==> config.mk <==
export PLATFORM = sky130hd
export DESIGN_NAME = tesp_front
export DESIGN_NICKNAME = d
export VERILOG_FILES = /design/src/hw/rtl/token_embedding_with_sinusoidal_position_assert.svh /design/src/hw/rtl/tesp_pkg.sv /design/src/hw/rtl/tesp_front.sv
export SDC_FILE = /design/constraint.sdc
export NUM_CORES = 1
export LEC_CHECK = 0
export BUFFER_PORTS_ARGS = -buffer_cell sky130_fd_sc_hd__buf_2
export CAP_MARGIN = 15
export CORE_MARGIN = 3
export CORE_UTILIZATION = 45
export CTS_BUF_LIST = sky130_fd_sc_hd__clkbuf_4 sky130_fd_sc_hd__clkbuf_8
export CTS_CLUSTER_SIZE = 12
export DETAILED_ROUTE_END_ITERATION = 8
export GPL_ROUTABILITY_DRIVEN = 0
export PLACE_DENSITY_LB_ADDON = 0.3
export SYNTH_ARGS = -nofsm -noshare
export SYNTH_HDL_FRONTEND = slang
export SYNTH_SLANG_ARGS = --single-unit
==> constraint.sdc <==
create_clock -name clk_i -period 6.4 [get_ports clk_i]
set_clock_uncertainty 0.05 [all_clocks]
set_input_delay 1.28 -clock clk_i [delete_from_list [all_inputs] [get_ports clk_i]]
set_output_delay 1.28 -clock clk_i [all_outputs]
set_load 0.01 [all_outputs]
==> src/hw/rtl/token_embedding_with_sinusoidal_position_assert.svh <==
// assertion macros used by tesp_back
`ifndef TOKEN_EMBEDDING_WITH_SINUSOIDAL_POSITION_ASSERT_SVH
`define TOKEN_EMBEDDING_WITH_SINUSOIDAL_POSITION_ASSERT_SVH
`ifndef SYNTHESIS
`define TESP_ASSERT(name, prop, msg) \
  name: assert property (@(posedge clk_i) disable iff (!rst_ni) prop) else $error(msg);
`define TESP_ASSERT_NEVER(name, cond, msg) \
  name: assert property (@(posedge clk_i) disable iff (!rst_ni) !(cond)) else $error(msg);
`else
`define TESP_ASSERT(name, prop, msg)
`define TESP_ASSERT_NEVER(name, cond, msg)
`endif
`endif

==> src/hw/rtl/tesp_pkg.sv <==
`default_nettype none
package tesp_pkg;

  localparam int unsigned VOCAB_MAX = 4096;
  localparam int unsigned DIM_MAX   = 64;
  localparam int unsigned POS_MAX   = 4096;

  localparam int unsigned ROW_W     = $clog2(VOCAB_MAX);
  localparam int unsigned DSEL_W    = $clog2(DIM_MAX);
  localparam int unsigned ADDR_W    = ROW_W + DSEL_W;
  localparam int unsigned MEM_DEPTH = VOCAB_MAX * DIM_MAX;

  localparam int unsigned QUEUE_DEPTH = 2;
  localparam int unsigned QPTR_W      = $clog2(QUEUE_DEPTH);
  localparam int unsigned QCNT_W      = $clog2(QUEUE_DEPTH + 1);

  localparam int unsigned CORDIC_STEPS = 16;
  localparam int unsigned STEP_W       = $clog2(CORDIC_STEPS);
  localparam int unsigned XY_W         = 34;
  localparam int unsigned Z_W          = 32;
  localparam logic signed [XY_W-1:0] CORDIC_X0 = 34'sd652032874;
  localparam logic [29:0] INV_TWO_PI = 30'd683565275;
  localparam logic [32:0] FREQ_ONE   = 33'h1_0000_0000;

  typedef enum logic [1:0] {
    REG_EMBED_DIM  = 2'd0,
    REG_VOCAB_SIZE = 2'd1,
    REG_PE_ENABLE  = 2'd2,
    REG_FREQ_RATIO = 2'd3
  } reg_idx_e;

  typedef enum logic {
    REQ_WRITE = 1'b0,
    REQ_EMBED = 1'b1
  } req_type_e;

  typedef enum logic [3:0] {
    ST_IDLE,
    ST_ANGLE,
    ST_PHASE_MUL,
    ST_PHASE,
    ST_CORDIC,
    ST_FETCH,
    ST_EMIT,
    ST_FREQ_MUL,
    ST_FREQ_SUM
  } back_state_e;

  typedef struct packed {
    req_type_e          req_type;
    logic signed [31:0] tok_id;
    logic [11:0]        position;
    logic [5:0]         dim_index;
    logic signed [15:0] table_value;
  } in_item_t;

  typedef struct packed {
    logic signed [15:0] out_value;
    logic [5:0]         out_dim;
    logic               token_invalid;
    logic               last;
  } out_item_t;

  typedef struct packed {
    req_type_e         kind;
    logic              wr_ok;
    logic              invalid;
    logic [ROW_W-1:0]  row;
    logic [11:0]       pos;
    logic [DSEL_W-1:0] dim;
    logic [15:0]       value;
  } cmd_t;

  typedef struct packed {
    logic signed [XY_W-1:0] x;
    logic signed [XY_W-1:0] y;
    logic [1:0]             quad;
  } cordic_res_t;

  // arctangent of 2^-i in Q0.32 turns
  function automatic logic [29:0] atan_turn(logic [STEP_W-1:0] i);
    logic [29:0] r;
    case (i)
      4'd0:  r = 30'd536870912;
      4'd1:  r = 30'd316933406;
      4'd2:  r = 30'd167458907;
      4'd3:  r = 30'd85004756;
      4'd4:  r = 30'd42667331;
      4'd5:  r = 30'd21354465;
      4'd6:  r = 30'd10679838;
      4'd7:  r = 30'd5340245;
      4'd8:  r = 30'd2670163;
      4'd9:  r = 30'd1335087;
      4'd10: r = 30'd667544;
      4'd11: r = 30'd333772;
      4'd12: r = 30'd166886;
      4'd13: r = 30'd83443;
      4'd14: r = 30'd41722;
      4'd15: r = 30'd20861;
      default: r = 30'd0;
    endcase
    return r;
  endfunction

endpackage
`default_nettype wire

==> src/hw/rtl/tesp_front.sv <==
`default_nettype none
module tesp_front import tesp_pkg::*; (
  input  wire logic        clk_i,
  input  wire logic        rst_ni,
  input  wire logic        in_valid_i,
  output logic             in_ready_o,
  input  wire in_item_t    in_i,
  input  wire logic [12:0] vocab_size_i,
  output logic             cmd_valid_o,
  input  wire logic        cmd_ready_i,
  output cmd_t             cmd_o
);

  cmd_t              cmd_new;
  cmd_t              fifo_q [QUEUE_DEPTH];
  logic [QPTR_W-1:0] wptr_q, wptr_d, rptr_q, rptr_d;
  logic [QCNT_W-1:0] cnt_q, cnt_d;
  logic              push, pop;
  logic [31:0]       id;

  // classify
  always_comb begin
    id = in_i.tok_id;
    cmd_new.kind    = in_i.req_type;
    cmd_new.wr_ok   = (id < 32'(VOCAB_MAX)) && ({1'b0, in_i.dim_index} < 7'(DIM_MAX));
    cmd_new.invalid = (id >= {19'b0, vocab_size_i}) || (id >= 32'(VOCAB_MAX));
    cmd_new.row     = id[ROW_W-1:0];
    cmd_new.pos     = (32'(in_i.position) >= 32'(POS_MAX)) ? 12'(POS_MAX - 1)
                                                            : in_i.position;
    cmd_new.dim     = in_i.dim_index[DSEL_W-1:0];
    cmd_new.value   = in_i.table_value;
  end

  assign in_ready_o  = (cnt_q != QCNT_W'(QUEUE_DEPTH));
  assign cmd_valid_o = (cnt_q != '0);
  assign cmd_o       = fifo_q[rptr_q];
  assign push        = in_valid_i && in_ready_o;
  assign pop         = cmd_valid_o && cmd_ready_i;

  always_comb begin
    wptr_d = push ? QPTR_W'(wptr_q + 1'b1) : wptr_q;
    rptr_d = pop ? QPTR_W'(rptr_q + 1'b1) : rptr_q;
    cnt_d  = cnt_q;
    if (push && !pop) begin
      cnt_d = QCNT_W'(cnt_q + 1'b1);
    end else if (pop && !push) begin
      cnt_d = QCNT_W'(cnt_q - 1'b1);
    end
  end

  always_ff @(posedge clk_i or negedge rst_ni) begin
    if (!rst_ni) begin
      wptr_q <= '0;
      rptr_q <= '0;
      cnt_q  <= '0;
    end else begin
      wptr_q <= wptr_d;
      rptr_q <= rptr_d;
      cnt_q  <= cnt_d;
    end
  end

  always_ff @(posedge clk_i) begin
    if (push) begin
      fifo_q[wptr_q] <= cmd_new;
    end
  end

endmodule
`default_nettype wire

==> results of run 1 <==
metal layers:
layer  global-route usage, %  routed length [um]  vias up
met5                       0                   0        -
met3                    4.20                 616        9
met4                    5.52                  82        0
met1                    17.8                3120     1130
li1                        -                   -     1142
met2                    25.3                3580      110
stage by stage:
stage               instance area [sq um]  hold slack (ns)
floorplan                            4110            0.407
global placement                     4910            0.434
detailed placement                   4910            0.429
CTS                                  5090            0.447
global route                         5110            0.476
finish                               5110            0.449
report_power, final:
part / leakage [nW] / total [mW] / internal, mW / switching [mW]
clock network: 0.0935 / 0.370 / 0.147 / 0.223
registers: 0.953 / 0.976 / 0.913 / 0.0634
logic: 0.998 / 0.630 / 0.306 / 0.323
total: 2.05 / 1.98 / 1.37 / 0.610
Yosys cell counts, drive strengths merged:
master	n	area, sq um
o221ai	1	8.76
a211oi	1	7.51
nor3	2	10.0
ha	14	175
nand2b	3	18.8
o21ai	1	5.00
a21oi	5	25.0
a21o	1	7.51
o211ai	2	15.0
nor4	5	46.3
buf	5	25.0
nor2	3	11.3
and3	1	6.26
nand4b	1	8.76
edfxtp	98	2940
nand2	5	18.8
or2	1	6.26
inv	14	52.6
clkbuf	1	3.75
nand4	1	6.26
xor2	2	17.5
or4	1	11.3
mux2	49	552
xnor2	3	26.3
dfrtp	4	100
cells by family (layout without fill, tap and decap cells):
group	count (synthesis)	in the layout
AOI/OAI and AO/OA	11	11
xor gates and xnor gates	5	5
adders and majority gates	14	14
buffers and inverters	20	167
DFF	102	102
muxes	49	49
and+or+nand+nor	23	23
sequential cells by signal (all words and copies together) (netlist names):
signal and cells:
rptr_q 1, cnt_q 2, fifo_q 98, wptr_q 1
path summary, 6_finish.rpt:
path / slack [ns] / cells after the start / end
worst max-delay path: 3.21 / 3 / cmd_o[8]
worst min-delay path: 0.45 / 1 / cnt_q[1]$_DFFE_PN0P_
worst max register to register: 4.62 / 4 / fifo_q[0][39]$_DFFE_PP_
worst min register to register: 0.45 / 1 / cnt_q[1]$_DFFE_PN0P_
max in group asynchronous: 5.49 / 1 / rptr_q$_DFFE_PN0P_
min in group asynchronous: 0.66 / 1 / wptr_q$_DFFE_PN0P_
cell usage in the layout, fill, tap and decap left out, drive strengths merged, types with 3 or more instances in the layout:
| cell type | synthesis | routed |
|---|---|---|
| dfrtp | 4 | 4 |
| clkbuf | 1 | 9 |
| buf | 5 | 137 |
| xnor2 | 3 | 3 |
| inv | 14 | 17 |
| clkinv | 0 | 4 |
| nor2 | 3 | 3 |
| mux2 | 49 | 49 |
| nand2b | 3 | 3 |
| nand2 | 5 | 5 |
| edfxtp | 98 | 98 |
| nor4 | 5 | 5 |
| ha | 14 | 14 |
| a21oi | 5 | 5 |
cell type report:
| type | instances | area [sq um] |
|---|---|---|
| well taps | 108 | 135 |
| fillers | 734 | 3700 |
| repair buffers | 137 | 706 |
| inverters | 14 | 52.6 |
| clock inverters | 7 | 55.1 |
| flip-flops and latches | 102 | 3040 |
| multi-input cells | 102 | 992 |
| clock buffers | 9 | 124 |
==> impl_metrics.ini, run 1 <==
[run_status]
status = finished clean

[global_route]
antenna_found_initial = 0
gr-total-overflow = 0
grt_first_pass_wirelength_mm = 11.6
grt_pass1_vias = 2501
grt_max_degree = 51
grt_usage_pct = 14.8

[setup_path]
arrival_ns = 1.86
slowest_delay_ns = 0.70
path_cells = buf_12 -> mux2_2 -> buf_2
startpoint = rptr_q$_DFFE_PN0P_
timing.rr.start = cnt_q[0]$_DFFE_PN0P_
required_ns = 5.07
worst_path_max_delay_cell = dfrtp_2
cp-end-kind = output port
path_max_fanout = 30
path_buf_inv = 2
worstSetupPathType = reg -> out
crit_family = flip-flops
startpoint_type = register

[yosys]
synthAdderAreaFrac_pct = 4.26
synth.mux.area_fraction_pct = 13.4
synth_top_family_by_area = multiplexers
mappedNetlistNets = 322
synth_simple_gate_area_share_pct = 3.50
synth_cells = 224
ys_seq_elements = 102
yosysSeqAreaShare_pct = 74.1
synth_xor_area_share_pct = 1.07
syn_area_sq_um = 4110
synth_area_per_cell_sq_um = 18.3
synth_cell_types = 26
synth_compound_area_share_pct = 1.68
synth_warnings = 0

[placement]
pre_cts_ws_ns = 3.30
hpwlAfterDp_mm = 5.07
numPortBuffers = 134
place_inst = 462

[sta]
drv_slew = 0
fin_setup_tns_ns = 0
maxSlewHeadroom_pct = 54.7
rsz0062_at_grt = false
finalHoldViolations = 0
fmax_ghz = 0.314
min_period_ns = 3.19
fin_ws_ns = 3.21
setup_viol = 0
finalCritPeriodShare_pct = 49.8
worst_pin_slew_ns = 0.679

[finish]
final_util_pct = 58.0
drive_above_1_share_pct = 55.8
n_antenna_cell = 0
fin_nets = 464
final_cells = 479
syn_to_final_growth_pct = 24.4

[clock_tree]
h-tree-depth = 3
cts_num_sinks = 102
clkTransAtPathRegs_ns = 0.10
max-clock-path-buffers = 2
cts_resized = 0
cts_root_buffer = clkbuf_8
cts_tree = built
cts_hold_buf = 0
clk_latency_ns = 0.35
cts_buffers = 9
cts_setup_buffers = 0

[floorplan]
coreArea_sq_um = 8810
start_util_pct = 46.6
ios = 135
die_h_um = 102
dieWidth_um = 102
floorplan.rows = 34
die_area_sq_um = 10300

[detailed_routing]
num_vias = 2391
ant_nets = 0
drt_pass1_iterations = 4
wl_per_cell_um = 15.5
drt_iter0_markers = 43
drt_wl_total_mm = 7.40
via_per_inst = 4.99
drc = 0

[hold_path]
worstHoldStart = cnt_q[1]$_DFFE_PN0P_
min_path_type = reg -> reg

[power_and_ir_drop]
ir_drop_mv = 0.123
total_power_mw = 1.98
p_per_area_nw_per_um2 = 387
leakagePower_nw = 2.05

[run]
drv_cap = 0
Power figures use the tool's default switching activity.
==> run 2, diff against run 1 <==
- clock period: 6.4 -> 3.2 ns (I/O delays scaled with it)
==> impl_metrics.ini, run 2 (synthesis gave the netlist of run 1 again) <==
[hold_path]
min_path_type = in -> reg
worstHoldStart = in_i[10]

[sta]
finalCritPeriodShare_pct = 76.7
finalHoldViolations = 0
fmax_ghz = 0.407
rsz0062_at_grt = false
maxSlewHeadroom_pct = 56.1
hold_ws_ns = 0.422
drv_slew = 0
min_period_ns = 2.46
worst_pin_slew_ns = 0.659
fin_setup_tns_ns = 0
setup_viol = 0

[finish]
drive_above_1_share_pct = 55.8
final_util_pct = 58.6
n_antenna_cell = 0
fin_nets = 466
final_common_cell = buf_2
top_register = fifo_q
final_cell_mix = buf_2 (134), edfxtp_1 (98), mux2_2 (49), inv_1 (14), ha_1 (14)
largest_register_ffs = 98
syn_to_final_growth_pct = 25.6
top_regs = fifo_q: 98 flops, cnt_q: 2 flops

[clock_tree]
cts_tree = built
clkTransAtPathRegs_ns = 0.10
cts_num_sinks = 102
cts_setup_buffers = 0
max-clock-path-buffers = 2
h-tree-depth = 3
clk_latency_ns = 0.35
cts_root_buffer = clkbuf_8
cts_buffers = 9

[setup_path]
worstSetupPathType = reg -> out
arrival_ns = 1.77
path_max_fanout = 36
cp-end-kind = output port
required_ns = 2.51
startpoint = rptr_q$_DFFE_PN0P_
timing.rr.start = cnt_q[0]$_DFFE_PN0P_
startpoint_type = register

[global_route]
gr-total-overflow = 0
grt_first_pass_wirelength_mm = 11.6
grt_usage_pct = 14.9
antenna_found_initial = 0
grt_pass1_vias = 2515
grt_max_degree = 37

[power_and_ir_drop]
p_clk_share_pct = 19.9
seqPwrFrac_pct = 47.7
total_power_mw = 4.05
ir_drop_mv = 0.302
switching_share_pct = 30.2
power_frac_comb_pct = 32.3
internal-power_mw = 2.83
p_per_area_nw_per_um2 = 785
switching_power_mw = 1.22
leakagePower_nw = 2.06

[floorplan]
floorplan.rows = 34
dieWidth_um = 102
die_area_sq_um = 10300
ios = 135
die_h_um = 102
start_util_pct = 46.6
coreArea_sq_um = 8810

[placement]
hpwlAfterDp_mm = 5.39
numPortBuffers = 134

[detailed_routing]
drt_wl_total_mm = 7.54
drt_pass1_iterations = 4
drt_iter0_markers = 42
num_vias = 2409
drc = 0
ant_nets = 0
via_per_inst = 5.01
wl_per_cell_um = 15.7

[run_status]
status = finished clean

[run]
drv_cap = 0
==> run 2: changes by cell type in the layout (fill, tap and decap cells not counted), sizes merged <==
cell | before | now
dlygate4sd3 | 0 | 1
clkbuf | 9 | 10
bufinv | 0 | 1
inv | 17 | 16
clkinv | 4 | 2
buf | 137 | 138
clkinvlp | 0 | 1
==> run 2: repair_timing <==
item	in CTS	in global routing
resized for setup	0	0
hold buffers	1	0
hold endpoints to repair	3	0
==> run 2: worst max-delay path: stages, from the launching register on <==
cell and delay, ns:
dfrtp_2 0.61, buf_12 0.28, mux2_2 0.38, buf_2 0.14
==> run 2: metrics by stage <==
stage                     cells  instance area, sq um  worst slack, ns
after CTS                   481                  5160            0.711
after global routing        481                  5160            0.652
final                       481                  5160            0.744
after floorplan             224                  4110            0.721
after detailed placement    464                  4950            0.997
after global placement      464                  4950             1.07
==> run 2: final timing paths <==
| check | slack (ns) | cells after the start | end |
|---|---|---|---|
| max | 0.74 | 3 | cmd_o[38] |
| min | 0.42 | 1 | fifo_q[0][10]$_DFFE_PP_ |
| max reg2reg | 1.27 | 3 | fifo_q[1][7]$_DFFE_PP_ |
| min reg2reg | 0.45 | 1 | cnt_q[1]$_DFFE_PN0P_ |
| max in group asynchronous | 2.37 | 2 | rptr_q$_DFFE_PN0P_ |
| min in group asynchronous | 0.59 | 2 | wptr_q$_DFFE_PN0P_ |
==> run 2: power by group through the flow <==
stage,Sequential [mW],Clock (mW),Combinational (mW)
after detailed placement,1.97,0,1.34
after global routing,1.97,0.886,1.43
after global placement,1.95,0,1.33
after floorplan,1.91,0,0.848
final,1.93,0.808,1.31
after CTS,1.94,0.839,1.35
==> run 2: layout make-up <==
class / count / area [sq um]
flip-flops and latches: 102 / 3040
inverters: 14 / 52.6
clock buffers: 10 / 131
fillers: 736 / 3640
multi-input cells: 102 / 992
repair buffers: 139 / 736
clock inverters: 6 / 70.1
well taps: 108 / 135
==> run 2: metal layers <==
metal	vias up	global-route usage [%]	share of wire, %
met5	-	0	0
met4	0	5.11	1.4
met3	10	5.30	9.3
met2	110	25.4	48
met1	1143	17.4	41
li1	1146	-	-
==> run 3, diff against run 2 <==
- clock period: 3.2 -> 2.1 ns (I/O delays scaled with it)
==> impl_metrics.ini, run 3 (synthesis gave the netlist of run 1 again) <==
[finish]
top_regs = fifo_q: 98 flops, cnt_q: 2 flops
final_cells = 483
fin_nets = 468
final_cell_mix = buf_2 (134), edfxtp_1 (98), mux2_2 (49), inv_1 (14), ha_1 (14)
syn_to_final_growth_pct = 26.0
top_register = fifo_q
final_common_cell = buf_2
n_antenna_cell = 0
final_area_sq_um = 5170
largest_register_ffs = 98
drive_above_1_share_pct = 56.3

[placement]
place_area_sq_um = 4950
place_inst = 466
hpwlAfterDp_mm = 5.33
numPortBuffers = 134

[detailed_routing]
drt_wl_total_mm = 7.33
drt_iter0_markers = 62
drt_pass1_iterations = 4
drc = 0
ant_nets = 0
wl_per_cell_um = 15.2
num_vias = 2420
via_per_inst = 5.01

[setup_path]
timing.rr.start = cnt_q[0]$_DFFE_PN0P_
cp-end-kind = output port
startpoint = rptr_q$_DFFE_PN0P_
required_ns = 1.63
crit_family = flip-flops
reg2reg_slack_ns = 0.51
startpoint_type = register
path_buf_inv = 2
worst_path_max_delay_cell = dfrtp_2
path_cells = buf_6 -> mux2_2 -> buf_2
worstSetupPathType = reg -> out
path_max_fanout = 23
slowest_delay_ns = 0.40
arrival_ns = 1.53

[floorplan]
dieWidth_um = 102
die_h_um = 102
start_util_pct = 46.6
ios = 135
die_area_sq_um = 10300
coreArea_sq_um = 8810
floorplan.rows = 34

[sta]
drv_slew = 0
min_period_ns = 2.00
fin_setup_tns_ns = 0
fmax_ghz = 0.500
rsz0062_at_grt = false
finalCritPeriodShare_pct = 95.3
setup_viol = 0
maxSlewHeadroom_pct = 72.8
finalHoldViolations = 0
worst_pin_slew_ns = 0.405

[clock_tree]
cts_tree = built
clk_latency_ns = 0.35
max-clock-path-buffers = 2
cts_root_buffer = clkbuf_8
clkTransAtPathRegs_ns = 0.10
h-tree-depth = 3
cts_setup_buffers = 0
cts_num_sinks = 102
cts_buffers = 9

[global_route]
grt_pass1_vias = 2439
grt_usage_pct = 14.5
grt_first_pass_wirelength_mm = 11.3
gr-total-overflow = 0
antenna_found_initial = 0
grt_max_degree = 31

[power_and_ir_drop]
ir_drop_mv = 0.450
p_per_area_nw_per_um2 = 1200
leakagePower_nw = 2.08
total_power_mw = 6.19

[hold_path]
min_path_type = in -> reg
worstHoldStart = in_i[8]

[run_status]
status = finished clean

[run]
drv_cap = 0
-- run 3: cell types whose count changed in the layout (fill, tap and decap cells not counted) --
| cell | before | now |
|---|---|---|
| buf_12 | 2 | 1 |
| clkinvlp_4 | 1 | 0 |
| inv_6 | 1 | 2 |
| buf_4 | 2 | 4 |
| clkinv_1 | 1 | 0 |
| clkinv_4 | 1 | 2 |
| buf_6 | 0 | 1 |
-- run 3: worst register-to-register path, stage by stage (launching register included) --
cell      delay [ns]
dfrtp_1         0.44
nand2b_1        0.19
nand2_1         0.17
inv_1           0.07
ha_1            0.21
xor2_1          0.16
nor2_1          0.11
xor2_1          0.14
-- run 3: power by group --
part	internal (mW)	switching, mW	total, mW
combinational	0.971	1.07	2.04
clock	0.586	0.664	1.25
sequential	2.78	0.124	2.90
total	4.33	1.85	6.19
-- run 3: layout make-up --
class,instances,area (sq um)
clock buffers,10,131
inverters,14,52.6
flip-flops and latches,102,3040
repair buffers,141,742
clock inverters,6,76.3
fillers,700,3630
multi-input cells,102,992
well taps,108,135
-- run 3: worst paths after layout --
check                      depth (start not counted)                     end
max                                                3               cmd_o[33]
min                                                1  fifo_q[1][8]$_DFFE_PP_
max reg2reg                                        7    cnt_q[1]$_DFFE_PN0P_
min reg2reg                                        1    cnt_q[1]$_DFFE_PN0P_
max in group asynchronous                          2      rptr_q$_DFFE_PN0P_
min in group asynchronous                          2    cnt_q[1]$_DFFE_PN0P_
-- run 3: metrics by stage --
| step | hold WS, ns | worst slack [ns] | util (%) |
|---|---|---|---|
| after floorplan | 0.0744 | 0.181 | - |
| after global placement | 0.178 | 0.173 | 56.2 |
| after detailed placement | 0.180 | 0.131 | 56.2 |
| after CTS | 0.175 | 0.0668 | 58.8 |
| after global routing | 0.169 | 0.0264 | 58.8 |
| final | 0.193 | 0.0989 | 58.8 |
-- run 3: what timing repair did --
item / CTS / global route
hold buffers: 1 / 0
setup endpoints to repair: 6 / 0
gates resized for setup: 1 / 0
hold endpoints to repair: 4 / 0
-- run 3: per-layer routing --
layer	track usage [%]	up-vias	share of wire, %
li1	-	1158	-
met1	16.9	1144	40
met2	24.5	107	49
met3	4.48	11	8.7
met4	6.54	0	1.7
met5	0	-	0
